===== src/window_opacity_fade_engine_defines.svh =====
// Assertion macros shared by the fade engine RTL.
`ifndef WINDOW_OPACITY_FADE_ENGINE_DEFINES_SVH
`define WINDOW_OPACITY_FADE_ENGINE_DEFINES_SVH
`ifndef SYNTH
// Property checked on every clock outside reset.
`define WOFE_ASSERT(lbl, prop, msg) \
	lbl: assert property (@(posedge clk) disable iff (!arst_n) prop) else $error(msg);
// Antecedent in one cycle implies consequent in the next.
`define WOFE_ASSERT_NEXT(lbl, ante, cons, msg) \
	lbl: assert property (@(posedge clk) disable iff (!arst_n) (ante) |=> (cons)) else $error(msg);
`else
`define WOFE_ASSERT(lbl, prop, msg)
`define WOFE_ASSERT_NEXT(lbl, ante, cons, msg)
`endif
`endif


===== src/wofe_pkg.sv =====
// Types, codes and constants of the window opacity fade engine.
`timescale 1ns / 1ps
package wofe_pkg;

	localparam int WINDOW_SLOTS   = 64;
	localparam int SLOT_IDX_BITS  = $clog2(WINDOW_SLOTS);
	localparam int LEVEL_BITS     = 16;
	localparam int STEP_BITS      = 16;
	localparam int FADE_TIME_BITS = 14;
	localparam int DIV_CNT_BITS   = $clog2(STEP_BITS);

	localparam logic [LEVEL_BITS-1:0]     OPAQUE         = '1;
	localparam logic [STEP_BITS-1:0]      STEP_FLOOR     = STEP_BITS'(256);
	localparam logic [STEP_BITS-1:0]      STEP_MAX       = '1;
	localparam logic [FADE_TIME_BITS-1:0] FADE_TIME_RST  = FADE_TIME_BITS'(250);
	localparam logic [DIV_CNT_BITS-1:0]   DIV_LAST       = DIV_CNT_BITS'(STEP_BITS - 1);

	// item kinds
	localparam logic [2:0] KIND_TICK    = 3'd0;
	localparam logic [2:0] KIND_PAINT   = 3'd1;
	localparam logic [2:0] KIND_DESTROY = 3'd2;
	localparam logic [2:0] KIND_UNMAP   = 3'd3;
	localparam logic [2:0] KIND_MAP     = 3'd4;
	localparam logic [2:0] KIND_DAMAGE  = 3'd5;
	localparam logic [2:0] KIND_INIT    = 3'd6;

	// window actions
	localparam logic [1:0] ACT_NONE    = 2'd0;
	localparam logic [1:0] ACT_UNMAP   = 2'd1;
	localparam logic [1:0] ACT_DESTROY = 2'd2;

	typedef enum logic [1:0] {
		DIR_STILL = 2'd0,
		DIR_IN    = 2'd1,
		DIR_OUT   = 2'd2
	} dir_t;

	typedef struct packed {
		logic [LEVEL_BITS-1:0] level;
		dir_t                  dir;
		logic                  pend;
	} slot_t;

	localparam slot_t SLOT_RESET = '{level: OPAQUE, dir: DIR_STILL, pend: 1'b0};

	typedef struct packed {
		logic [2:0]  kind;
		logic [5:0]  window_id;
		logic [15:0] ms_elapsed;
		logic [15:0] base_opacity;
		logic        paint_ok;
		logic        solid_paint;
	} item_t;

	typedef struct packed {
		logic [15:0] paint_opacity;
		logic        paint_issued;
		logic [1:0]  window_action;
		logic        paint_status;
		logic        request_redraw;
		logic        forward_event;
	} result_t;

	// controller -> datapath
	typedef struct packed {
		logic load;
		logic issue;
		logic div_step;
		logic calc;
		logic mul;
		logic fin_tick;
		logic fin_slot;
	} cmd_t;

	// datapath -> controller
	typedef struct packed {
		logic is_tick;
	} sts_t;

endpackage


===== src/wofe_datapath.sv =====
// Datapath: slot state memory, step divider, level update and opacity scaling.
`timescale 1ns / 1ps
module wofe_datapath (
	input  logic                                 clk,
	input  logic                                 arst_n,
	input  wofe_pkg::cmd_t                       cmd,
	output wofe_pkg::sts_t                       sts,
	input  wofe_pkg::item_t                      item,
	input  logic                                 cfg_we,
	input  logic [wofe_pkg::FADE_TIME_BITS-1:0]  cfg_wdata,
	output wofe_pkg::result_t                    result
);
	import wofe_pkg::*;

	typedef enum logic [1:0] {CLS_FULL, CLS_ZERO, CLS_MID, CLS_HIGH} cls_t;

	item_t                     item_q;
	logic [FADE_TIME_BITS-1:0] ft_q;
	logic [STEP_BITS-1:0]      step_q;
	logic [FADE_TIME_BITS-1:0] ft_eff;

	// divider
	logic [FADE_TIME_BITS-1:0] rem_q;
	logic [STEP_BITS-1:0]      quo_q;
	logic [STEP_BITS-1:0]      lo_q;
	logic                      ovf_q;
	logic [31:0]               dvd;
	logic [FADE_TIME_BITS:0]   trial;
	logic                      trial_ge;

	// slot memory
	slot_t                     slot_mem [WINDOW_SLOTS];
	logic [WINDOW_SLOTS-1:0]   slot_vld_q;
	logic [SLOT_IDX_BITS-1:0]  slot_addr;
	slot_t                     slot_rd_q;
	logic                      slot_hit_q;
	slot_t                     cur;
	slot_t                     cur_q;
	slot_t                     slot_nxt;

	// level update and scaling
	logic [LEVEL_BITS:0]       nv17;
	logic [LEVEL_BITS-1:0]     nv_q;
	cls_t                      cls_q;
	logic [31:0]               mul_q;
	logic [15:0]               q0;
	logic [16:0]               r17;
	logic [15:0]               scaled;

	result_t                   res_nxt;
	result_t                   result_q;

	assign slot_addr   = item_q.window_id[SLOT_IDX_BITS-1:0];
	assign sts.is_tick = (item_q.kind == KIND_TICK);
	assign ft_eff      = (ft_q == '0) ? FADE_TIME_BITS'(1) : ft_q;

	// ms * OPAQUE without a multiplier
	assign dvd      = {item_q.ms_elapsed, 16'h0000} - {16'h0000, item_q.ms_elapsed};
	assign trial    = {rem_q, lo_q[STEP_BITS-1]};
	assign trial_ge = (trial >= {1'b0, ft_eff});

	assign cur = slot_hit_q ? slot_rd_q : SLOT_RESET;

	always_comb begin
		case (cur.dir)
			DIR_IN:  nv17 = {1'b0, cur.level} + {1'b0, step_q};
			DIR_OUT: nv17 = (cur.level > step_q) ? ({1'b0, cur.level} - {1'b0, step_q}) : '0;
			default: nv17 = {1'b0, cur.level};
		endcase
	end

	// divide by OPAQUE: estimate by shift, one correction
	assign q0     = mul_q[31:16];
	assign r17    = {1'b0, mul_q[15:0]} + {1'b0, q0};
	assign scaled = q0 + 16'(r17 >= {1'b0, OPAQUE});

	always_comb begin
		slot_nxt = cur_q;
		res_nxt  = '0;
		case (item_q.kind) inside
			KIND_PAINT: begin
				case (cls_q)
					CLS_FULL: begin
						res_nxt.paint_opacity = item_q.base_opacity;
						res_nxt.paint_issued  = 1'b1;
						res_nxt.paint_status  = item_q.paint_ok;
					end
					CLS_ZERO: begin
						slot_nxt.level        = '0;
						slot_nxt.dir          = DIR_STILL;
						res_nxt.window_action = cur_q.pend ? ACT_DESTROY : ACT_UNMAP;
						res_nxt.paint_status  = !item_q.solid_paint;
					end
					CLS_MID: begin
						res_nxt.paint_opacity = scaled;
						res_nxt.paint_issued  = 1'b1;
						res_nxt.paint_status  = item_q.paint_ok;
						if (item_q.paint_ok) begin
							slot_nxt.level         = nv_q;
							res_nxt.request_redraw = 1'b1;
						end
					end
					default: begin
						res_nxt.paint_opacity = item_q.base_opacity;
						res_nxt.paint_issued  = 1'b1;
						res_nxt.paint_status  = item_q.paint_ok;
						if (item_q.paint_ok) begin
							slot_nxt.level = OPAQUE;
							slot_nxt.dir   = DIR_STILL;
						end
					end
				endcase
			end
			KIND_DESTROY, KIND_UNMAP: begin
				if (cur_q.dir != DIR_IN && cur_q.dir != DIR_OUT) begin
					slot_nxt.level = OPAQUE - 1'b1;
				end
				slot_nxt.dir = DIR_OUT;
				if (item_q.kind == KIND_DESTROY) begin
					slot_nxt.pend = 1'b1;
				end
				res_nxt.request_redraw = 1'b1;
			end
			KIND_MAP: begin
				res_nxt.window_action = (cur_q.dir == DIR_OUT) ? ACT_UNMAP : ACT_NONE;
				res_nxt.forward_event = 1'b1;
			end
			KIND_DAMAGE: begin
				if (cur_q.dir != DIR_IN && cur_q.dir != DIR_OUT) begin
					slot_nxt.level = LEVEL_BITS'(1);
				end
				slot_nxt.dir = DIR_IN;
			end
			KIND_INIT: begin
				slot_nxt = SLOT_RESET;
			end
			default: begin
			end
		endcase
	end

	// control and configuration state
	always_ff @(posedge clk or negedge arst_n) begin
		if (!arst_n) begin
			ft_q       <= FADE_TIME_RST;
			step_q     <= '0;
			slot_vld_q <= '0;
		end else begin
			if (cfg_we) begin
				ft_q <= cfg_wdata;
			end
			if (cmd.fin_tick) begin
				if (ovf_q) begin
					step_q <= STEP_MAX;
				end else begin
					step_q <= (quo_q < STEP_FLOOR) ? STEP_FLOOR : quo_q;
				end
			end
			if (cmd.fin_slot) begin
				slot_vld_q[slot_addr] <= 1'b1;
			end
		end
	end

	// payload
	always_ff @(posedge clk) begin
		if (cmd.load) begin
			item_q <= item;
		end
		if (cmd.issue) begin
			ovf_q      <= (dvd[31:16] >= {2'b00, ft_eff});
			rem_q      <= dvd[16+FADE_TIME_BITS-1:16];
			lo_q       <= dvd[15:0];
			slot_rd_q  <= slot_mem[slot_addr];
			slot_hit_q <= slot_vld_q[slot_addr];
		end
		if (cmd.div_step) begin
			rem_q <= trial_ge ? FADE_TIME_BITS'(trial - {1'b0, ft_eff})
			                  : trial[FADE_TIME_BITS-1:0];
			quo_q <= {quo_q[STEP_BITS-2:0], trial_ge};
			lo_q  <= {lo_q[STEP_BITS-2:0], 1'b0};
		end
		if (cmd.calc) begin
			cur_q <= cur;
			nv_q  <= nv17[LEVEL_BITS-1:0];
			if (cur.level == OPAQUE) begin
				cls_q <= CLS_FULL;
			end else if (nv17 == '0) begin
				cls_q <= CLS_ZERO;
			end else if (nv17 >= {1'b0, OPAQUE}) begin
				cls_q <= CLS_HIGH;
			end else begin
				cls_q <= CLS_MID;
			end
		end
		if (cmd.mul) begin
			mul_q <= 32'(nv_q) * 32'(item_q.base_opacity);
		end
		if (cmd.fin_slot) begin
			slot_mem[slot_addr] <= slot_nxt;
			result_q            <= res_nxt;
		end else if (cmd.fin_tick) begin
			result_q <= '0;
		end
	end

	assign result = result_q;

endmodule


===== src/wofe_ctrl.sv =====
// Controller: sequences accept, divide, slot update and result hand-off.
`timescale 1ns / 1ps
`include "window_opacity_fade_engine_defines.svh"
module wofe_ctrl (
	input  logic           clk,
	input  logic           arst_n,
	input  logic           item_valid,
	output logic           item_ready,
	output logic           result_valid,
	input  logic           result_ready,
	input  wofe_pkg::sts_t sts,
	output wofe_pkg::cmd_t cmd
);
	import wofe_pkg::*;

	typedef enum logic [2:0] {
		ST_IDLE,
		ST_ISSUE,
		ST_DIV,
		ST_TICK_DONE,
		ST_CALC,
		ST_MUL,
		ST_SLOT_DONE
	} state_t;

	state_t                  state_q;
	logic [DIV_CNT_BITS-1:0] div_cnt_q;
	logic                    out_valid_q;
	logic                    out_free;

	assign out_free     = !out_valid_q || result_ready;
	assign item_ready   = (state_q == ST_IDLE);
	assign result_valid = out_valid_q;

	always_comb begin
		cmd          = '0;
		cmd.load     = item_valid && (state_q == ST_IDLE);
		cmd.issue    = (state_q == ST_ISSUE);
		cmd.div_step = (state_q == ST_DIV);
		cmd.calc     = (state_q == ST_CALC);
		cmd.mul      = (state_q == ST_MUL);
		cmd.fin_tick = (state_q == ST_TICK_DONE) && out_free;
		cmd.fin_slot = (state_q == ST_SLOT_DONE) && out_free;
	end

	always_ff @(posedge clk or negedge arst_n) begin
		if (!arst_n) begin
			state_q     <= ST_IDLE;
			div_cnt_q   <= '0;
			out_valid_q <= 1'b0;
		end else begin
			if (cmd.fin_tick || cmd.fin_slot) begin
				out_valid_q <= 1'b1;
			end else if (result_ready) begin
				out_valid_q <= 1'b0;
			end
			unique case (state_q)
				ST_IDLE: begin
					if (item_valid) begin
						state_q <= ST_ISSUE;
					end
				end
				ST_ISSUE: begin
					div_cnt_q <= '0;
					state_q   <= sts.is_tick ? ST_DIV : ST_CALC;
				end
				ST_DIV: begin
					div_cnt_q <= div_cnt_q + 1'b1;
					if (div_cnt_q == DIV_LAST) begin
						state_q <= ST_TICK_DONE;
					end
				end
				ST_TICK_DONE: begin
					if (out_free) begin
						state_q <= ST_IDLE;
					end
				end
				ST_CALC: begin
					state_q <= ST_MUL;
				end
				ST_MUL: begin
					state_q <= ST_SLOT_DONE;
				end
				ST_SLOT_DONE: begin
					if (out_free) begin
						state_q <= ST_IDLE;
					end
				end
				default: begin
					state_q <= ST_IDLE;
				end
			endcase
		end
	end

	`WOFE_ASSERT(a_cmd_onehot, $onehot0({cmd.load, cmd.issue, cmd.div_step, cmd.calc, cmd.mul, cmd.fin_tick, cmd.fin_slot}), "more than one datapath command")
	`WOFE_ASSERT_NEXT(a_fin_valid, cmd.fin_tick || cmd.fin_slot, result_valid, "finished transaction not presented")
	`WOFE_ASSERT_NEXT(a_busy_after_accept, item_valid && item_ready, !item_ready, "ready stayed high after accept")
	`WOFE_ASSERT(a_tick_after_div, cmd.fin_tick |-> ($past(cmd.div_step) || $past(state_q) == ST_TICK_DONE), "tick finished without divide")

endmodule


===== src/window_opacity_fade_engine.sv =====
// Top level of the window opacity fade engine.
`timescale 1ns / 1ps
//  channel   | direction | handshake                   | payload
//  ----------+-----------+-----------------------------+--------------------------
//  item      | in        | item_valid / item_ready     | wofe_pkg::item_t
//  result    | out       | result_valid / result_ready | wofe_pkg::result_t
//  config    | in        | cfg_we (no wait)            | cfg_wdata, fade time in ms
//
//  Sequencing: one transaction at a time. A paint or window event runs from
//  accept to the next accept through accept, read slot, compute level, multiply
//  and finish; ready is back once the finish step is done. A frame tick takes
//  its step size from a restoring divider that produces one quotient bit per
//  cycle, one for each bit of the step size.
//  Reset: fade time 250 ms, step size 0, every slot reads as fully opaque and
//  still through per-slot valid bits; the slot memory itself is never cleared.
//  Stalls: the result register frees the input side; a new transaction is taken
//  while a result waits, and only the finish step holds while it is not taken.
module window_opacity_fade_engine (
	input  logic                                 clk,
	input  logic                                 arst_n,
	input  logic                                 item_valid,
	output logic                                 item_ready,
	input  wofe_pkg::item_t                      item,
	output logic                                 result_valid,
	input  logic                                 result_ready,
	output wofe_pkg::result_t                    result,
	input  logic                                 cfg_we,
	input  logic [wofe_pkg::FADE_TIME_BITS-1:0]  cfg_wdata
);
	import wofe_pkg::*;

	cmd_t cmd;
	sts_t sts;

	// sequencing: one state per step, divider count held here
	wofe_ctrl u_ctrl (
		.clk          (clk),
		.arst_n       (arst_n),
		.item_valid   (item_valid),
		.item_ready   (item_ready),
		.result_valid (result_valid),
		.result_ready (result_ready),
		.sts          (sts),
		.cmd          (cmd)
	);

	// slot memory, step size register, divider and scaling arithmetic
	wofe_datapath u_datapath (
		.clk       (clk),
		.arst_n    (arst_n),
		.cmd       (cmd),
		.sts       (sts),
		.item      (item),
		.cfg_we    (cfg_we),
		.cfg_wdata (cfg_wdata),
		.result    (result)
	);

endmodule


===== config.mk =====
export PLATFORM = sky130hd
export DESIGN_NAME = window_opacity_fade_engine
export DESIGN_NICKNAME = d
export VERILOG_FILES = /design/src/wofe_pkg.sv /design/src/wofe_datapath.sv /design/src/wofe_ctrl.sv /design/src/window_opacity_fade_engine.sv
export VERILOG_INCLUDE_DIRS = /design/src /design/src/src
export SDC_FILE = /design/constraint.sdc
export NUM_CORES = 2
export LEC_CHECK = 0
export ABC_AREA = 1
export ABC_CLOCK_PERIOD_IN_PS = 8100
export BUFFER_PORTS_ARGS = -buffer_cell sky130_fd_sc_hd__buf_2
export CAP_MARGIN = 20
export CORE_UTILIZATION = 40
export DETAILED_ROUTE_END_ITERATION = 8
export GPL_ROUTABILITY_DRIVEN = 0
export SLEW_MARGIN = 20
export SYNTH_ARGS = -nofsm -noshare
export SYNTH_HDL_FRONTEND = slang
export SYNTH_SLANG_ARGS = --single-unit

===== constraint.sdc =====
create_clock -name clk -period 8.1 [get_ports clk]
set_input_delay 0 -clock clk [delete_from_list [all_inputs] [get_ports clk]]
set_output_delay 0 -clock clk [all_outputs]
set_load 0.1 [all_outputs]

* Word-level counts from Yosys, hierarchy flattened *
Memory sizes are Yosys's and may differ from the RTL's. A register that Yosys moved wholly into a read port is not among the register bits.
Index checks and enable logic that the tools add are counted.

storage, ports and cells
  flip-flop bits (word level) = 284
  RAM bits = 1216
  input port bits = 62
  output and inout port bits = 24
  logic and storage cells = 158
  memories = 1

operators by class
  $add $sub $neg = 7
  multipliers = 1
  $lt $le $gt $ge = 8
  equality and inequality tests = 24
  muxes and demuxes = 63
  bitwise gates (word level) = 1
  reduce and logical (&&, ||, !) cells = 22

memory list
  memory               depth  bits a word  read ports  clocked after Yosys merged registers in  write ports  line                 source
  u_datapath.slot_mem  64     19           1           1                                        1            wofe_datapath.sv:32  slot_t slot_mem [WINDOW_SLOTS];

operator list
  operator                                                                 count
  16-bit two-way mux                                                       7
  18-bit two-way mux                                                       6
  17-bit one-hot mux with 2 select lines                                   2
  64-bit bitwise OR                                                        1
  14-bit two-way mux                                                       4
  16-bit one-hot mux with 3 select lines                                   1
  22-bit two-way mux                                                       2
  16-bit by 16-bit adder with 17-bit output                                2
  17-bit by 16-bit >= comparator with 1-bit output, second input constant  2
  17-bit two-way mux                                                       2
  16-bit by 16-bit multiplier with 32-bit output                           1
  32-bit by 16-bit subtractor with 32-bit output                           1
  1-bit two-way mux                                                        24
  19-bit two-way mux                                                       1
  3-bit equality test, second input constant                               6
  3-bit one-hot mux with 6 select lines                                    1
  17-bit zero test                                                         1
  16-bit by 16-bit subtractor with 17-bit output                           1
  16-bit by 1-bit adder with 16-bit output                                 1
  16-bit equality test, second input constant                              1
  16-bit by 14-bit >= comparator with 1-bit output                         1
  16-bit greater-than comparator                                           1
  16-bit by 9-bit < comparator with 1-bit output, second input constant    1
  15-bit by 14-bit >= comparator with 1-bit output                         1
  other kinds (26)                                                         55

* Longest topological paths before layout *
  depth in word-level cells = 7
  mapped depth = 31
  mapped depth without buffers = 31

* By module *
Synthesis repeated with hierarchy kept, for this count alone.

unflattened totals
  cell total of the unflattened synthesis = 5744
  area, all modules = 70143.5 µm²

modules (own cells, without submodules)
  module         times used  cells an instance  area an instance (µm²)  seq. area each (µm²)
  wofe_datapath  1           5673               69619.3                 44900.6
  wofe_ctrl      1           71                 524.3                   200.2

* Worst setup path after synthesis *
Ideal clock, no wire load.

  path type = register -> register
  start point = register u_datapath.item_q[9] in the netlist's numbering
  end point = register u_datapath.mul_q[27] (data pin)
  library setup time = 0.262 ns
  data arrival time = 5.678 ns
  required time = 7.838 ns
  setup slack = 2.160 ns
  stages on the path, launching flop included = 25
  path buffers = 2
  clock period less this slack = 5.940 ns
  cell sequence = edfxtp_1 clkbuf_1 clkbuf_1 nand2_1 fa_1 inv_1 fa_1 inv_1 fa_1 inv_1 fa_1 fa_1 inv_1 fa_1 inv_1 ha_1 a21oi_1 o21ai_0 nor2_1 o21ai_0 a21boi_1 o21ai_0 a21oi_1 o21ai_1 xor2_1

between the ends
  cells in the longest elaborated chain, start to end = 1

RTL lines
  element                                         line                  source
  from (decl)                                     wofe_datapath.sv:17   item_t item_q;
  from (signal assigned)                          wofe_datapath.sv:168  item_q <= item;
  16-bit by 16-bit multiplier with 32-bit output  wofe_datapath.sv:197  mul_q <= 32'(nv_q) * 32'(item_q.base_opacity);
  to (signal assigned)                            wofe_datapath.sv:197
  to (decl)                                       wofe_datapath.sv:45   logic [31:0] mul_q;

Every way passes these cells.
A chain may end at the register's enable or synchronous reset.

* Worst setup path after layout *
  start point = register u_datapath.nv_q[7]
  end point = register u_datapath.mul_q[28] (data pin)

between the ends
  cells in the longest elaborated chain, start to end = 1

RTL lines
  element                                         line                  source
  from (decl)                                     wofe_datapath.sv:43   logic [LEVEL_BITS-1:0] nv_q;
  from (signal assigned)                          wofe_datapath.sv:185  nv_q <= nv17[LEVEL_BITS-1:0];
  16-bit by 16-bit multiplier with 32-bit output  wofe_datapath.sv:197

Every way passes these cells.

==> metrics.md <==
| Metric | Value |
|---|---|
| Initial DRC count | 5110 |
| Footprint of the multi-input gates | between 20000 and 25000 µm² |
| Syn_nets | 6199 |
| Clk sinks | roughly 1.5k |
| Root buf cell | clkbuf_16 |
| Yosys Warn Count | 0 |
| Setup Skew | 0.0310 ns |
| Layout Nets | about 6.4k |
| Starting Density | 0.403 |
| Status | finished, final reports clean |
| Area growth, synth to finish | 14.3% |
| GRT Total Usage | 0.218 |
| Family with the most delay on the worst path | adder cells |
| RSZ-0062 raised after global routing | false |
| Crit path kind | reg2reg |
| First-pass GRT wire length | roughly 290000 µm |
| DRC Markers | 0 |
| Largest net degree at the start of global routing | 100 |
| CTS tree | built |
| TNS Setup | 0 ns |
| Distinct cell type count after synthesis | 61 |
| Clock slew at reported path FFs | 0.07 ns |
| Worst-Margin Slew | between 1 and 1.5 ns |
| Max Freq | about 150 MHz |
| Synthesized area | 70000 µm² |
| Site row count | 153 |
| Post-CTS Resized | 0 |
| Crit path capture type | flip-flop |
| CP max stage delay | ~0.84 ns |
| Via-to-Cell Ratio | between 5 and 6 |
| Most used DFF post-synth | edfxtp_1 |
| Port Buffers | 85 |
| Final setup vio count | 0 |
| Fin crit period | ~6.6 ns |
| 1st-pass router iterations | 5 |
| CP Buf/Inv Count | 5 |
| Critical-path cell list | nand2_1 > fa_1 > inv_1 > fa_1 > inv_1 > fa_1 > inv_1 > fa_1 > fa_1 > inv_1 > fa_1 > inv_1 > ha_1 > nand2_1 > nor2_1 > nand4_1 > o21ai_0 > a21boi_1 > o21bai_1 > a21boi_1 > o21ai_0 > xor2_1 |
| Initial antenna violation count | 6 |
| Largest cells by area after synthesis | edfxtp_1, nand2_1, fa_1 |
| Hold crit path type | in2reg |
| Final WL | between 150000 and 200000 µm |
| Slew headroom | 0.276 |
| Maxcap violations | 0 |
| Core box area | approximately 170000 µm² |
| Die ar. | 177000 µm² |
| Antenna cells | 0 |
| Fin crit share | 0.815 |
| Die Wd | around 420 µm |
| Vias in the first global route | approximately 45k |
| Hold_ws | 0.0112 ns |
| Setup crit start kind | flip-flop |
| Max-slew violations | 0 |
| Die Span Y | roughly 420 µm |
| Yosys top cell by area | edfxtp_1 |
| CP arrival | just over 7 ns |
| Share of cells above drive strength 1 | 0.0946 |
| Placed cell count | about 8.0k |
| Post-DP HPWL | around 120000 µm |
| Reg area | between 40000 and 50000 µm² |
| Most frequent cells in the layout | edfxtp_1, nand2_1, inv_1, fa_1, a22oi_1 |
| H-tree Lvls | 4 |
| WL/cell | ~23 µm |
| Worst skew pair latency | 0.78 ns |
| Post-synthesis sequential area ratio | 0.644 |
| CP required | around 8.6 ns |
| Post-synthesis cell count | roughly 5.7k |
| Ports | 86 |
| DP Area | 73600 µm² |
| Worst-path maximum fanout | 17 |
| Most common cell after layout, fill and taps aside | edfxtp_1 |
| Post-CTS setup buffers | 0 |
| Async SR Flop Fraction | 0.0671 |
| Num CTS Buffers | roughly 150 |
| Fin area | between 80000 and 90000 µm² |
| Slowest CP cell | edfxtp_1 |
| Mean Syn Cell Area | 12.2 µm² |
| Final Hold Fails | 0 |
| CTS Buffer Depth | 3 |
| Antenna-violating nets left | 0 |
| Top cell by count, worst path | fa_1 |
| EDFF count, synth | 1416 |
| Final non-filler cell total | 8425 |
| Final-layout fill cell count | 15.6k |
| Gr ovfl total | 0 |
| #FFs+latches synth | roughly 1.5k |
| Vias | 46.0k |
| Top cell type's share of synthesized area | 0.607 |
-- sequential cells by signal (all words and copies together), names as in the netlist --
register,flops
u_datapath.slot_mem,1216
u_datapath.slot_vld_q,64
u_datapath.item_q,37
u_datapath.mul_q,32
u_datapath.result,22
u_datapath.cur_q,19
u_datapath.slot_rd_q,19
u_datapath.lo_q,16
u_datapath.nv_q,16
u_datapath.quo_q,16
u_datapath.step_q,16
u_datapath.ft_q,14
u_datapath.rem_q,14
u_datapath.slot_addr,6
u_ctrl.div_cnt_q,4
u_ctrl.state_q,3
u_datapath.cls_q,2
u_ctrl.result_valid,1
u_datapath.ovf_q,1
u_datapath.slot_hit_q,1
-- stage by stage --
step,util,setup slack [ns]
after floorplan,-,2.16
after global placement,0.423,1.63
after detailed placement,0.423,1.51
after CTS,0.460,1.52
after global routing,0.460,1.20
final,0.460,1.50
-- synthesized netlist by cell type, types with 4 or more instances --
cell type and n:
clkbuf_1 160, or2_2 21, ha_1 192, o22ai_1 18, o2111ai_1 4, dfrtp_1 96, o21ai_1 7, edfxtp_1 1416
nand2_1 1242, nor4_1 7, or2_1 12, dfstp_2 6, buf_1 26, a211oi_1 8, nand3_1 142, o211ai_1 8
buf_2 84, o21a_1 4, o21bai_1 11, o41ai_1 7, buf_4 5, o21ai_0 169, o31ai_1 5, inv_2 12
inv_1 700, clkinv_1 5, nor2_1 234, a21oi_1 160, xor2_1 32, a22o_1 107, a21boi_1 4, fa_1 198
a22oi_1 194, a221oi_1 149, nand4_1 182, xnor2_1 23, nor2_2 5, a32o_1 6, nand3_2 4, nor3_1 41
a31oi_1 8
-- repair_timing --
action                                  in CTS  in global routing
hold buffers                               144                  0
endpoints found under the setup margin       0                  0
hold endpoints to repair                   182                  0
-- layer usage --
metal,track usage,vias up,share of wire
li1,-,20700,-
met4,0.0616,4,0.027
met2,0.354,1755,0.48
met5,0,-,0.00014
met3,0.0328,289,0.070
met1,0.302,23300,0.43
-- cell families (layout without fill, tap and decap cells) --
family	count (synthesis)	in the layout	synth area share
xor gates and xnor gates	55	55	0.00688
DFF	1519	1519	0.644
adders and majority gates	390	390	0.0909
and+or+nand+nor	1903	1903	0.115
AOI/OAI and AO/OA	886	886	0.0880
buffers and inverters	994	1347	0.0553
-- layout make-up --
class,instances,area share
clock buffer,201,0.0517
clock inverter,79,0.0102
inverter,717,0.0340
multi-input combinational,3234,0.269
sequential,1519,0.564
tap,2325,0.0363
timing repair buffer,350,0.0358
-- path summary, 6_finish.rpt --
check / slack, ns / depth (start not counted) / to / startpoint
max: 1.50 / 22 / u_datapath.mul_q[28] / u_datapath.nv_q[7]
min: 0.01 / 2 / u_datapath.item_q[15] / item[15]
max reg2reg: 1.50 / 22 / u_datapath.mul_q[28] / u_datapath.nv_q[7]
min reg2reg: 0.45 / 0 / u_datapath.quo_q[7] / u_datapath.quo_q[6]
max in group asynchronous: 6.66 / 4 / u_datapath.slot_vld_q[31] / arst_n
min in group asynchronous: 0.44 / 3 / u_datapath.ft_q[4] / arst_n
-- worst register-to-register path: stages, from the launching register on --
cell and delay [ns]:
edfxtp_1 0.84, nand2_1 0.18, fa_1 0.58, inv_1 0.06
fa_1 0.50, inv_1 0.06, fa_1 0.54, inv_1 0.05
fa_1 0.45, fa_1 0.49, inv_1 0.05, fa_1 0.47
inv_1 0.04, ha_1 0.36, nand2_1 0.12, nor2_1 0.15
nand4_1 0.10, o21ai_0 0.39, a21boi_1 0.19, o21bai_1 0.28
a21boi_1 0.15, o21ai_0 0.23, xor2_1 0.10
Power is not shown: default switching activity piles up to over one toggle a cycle in this logic, so the estimate is an artifact.
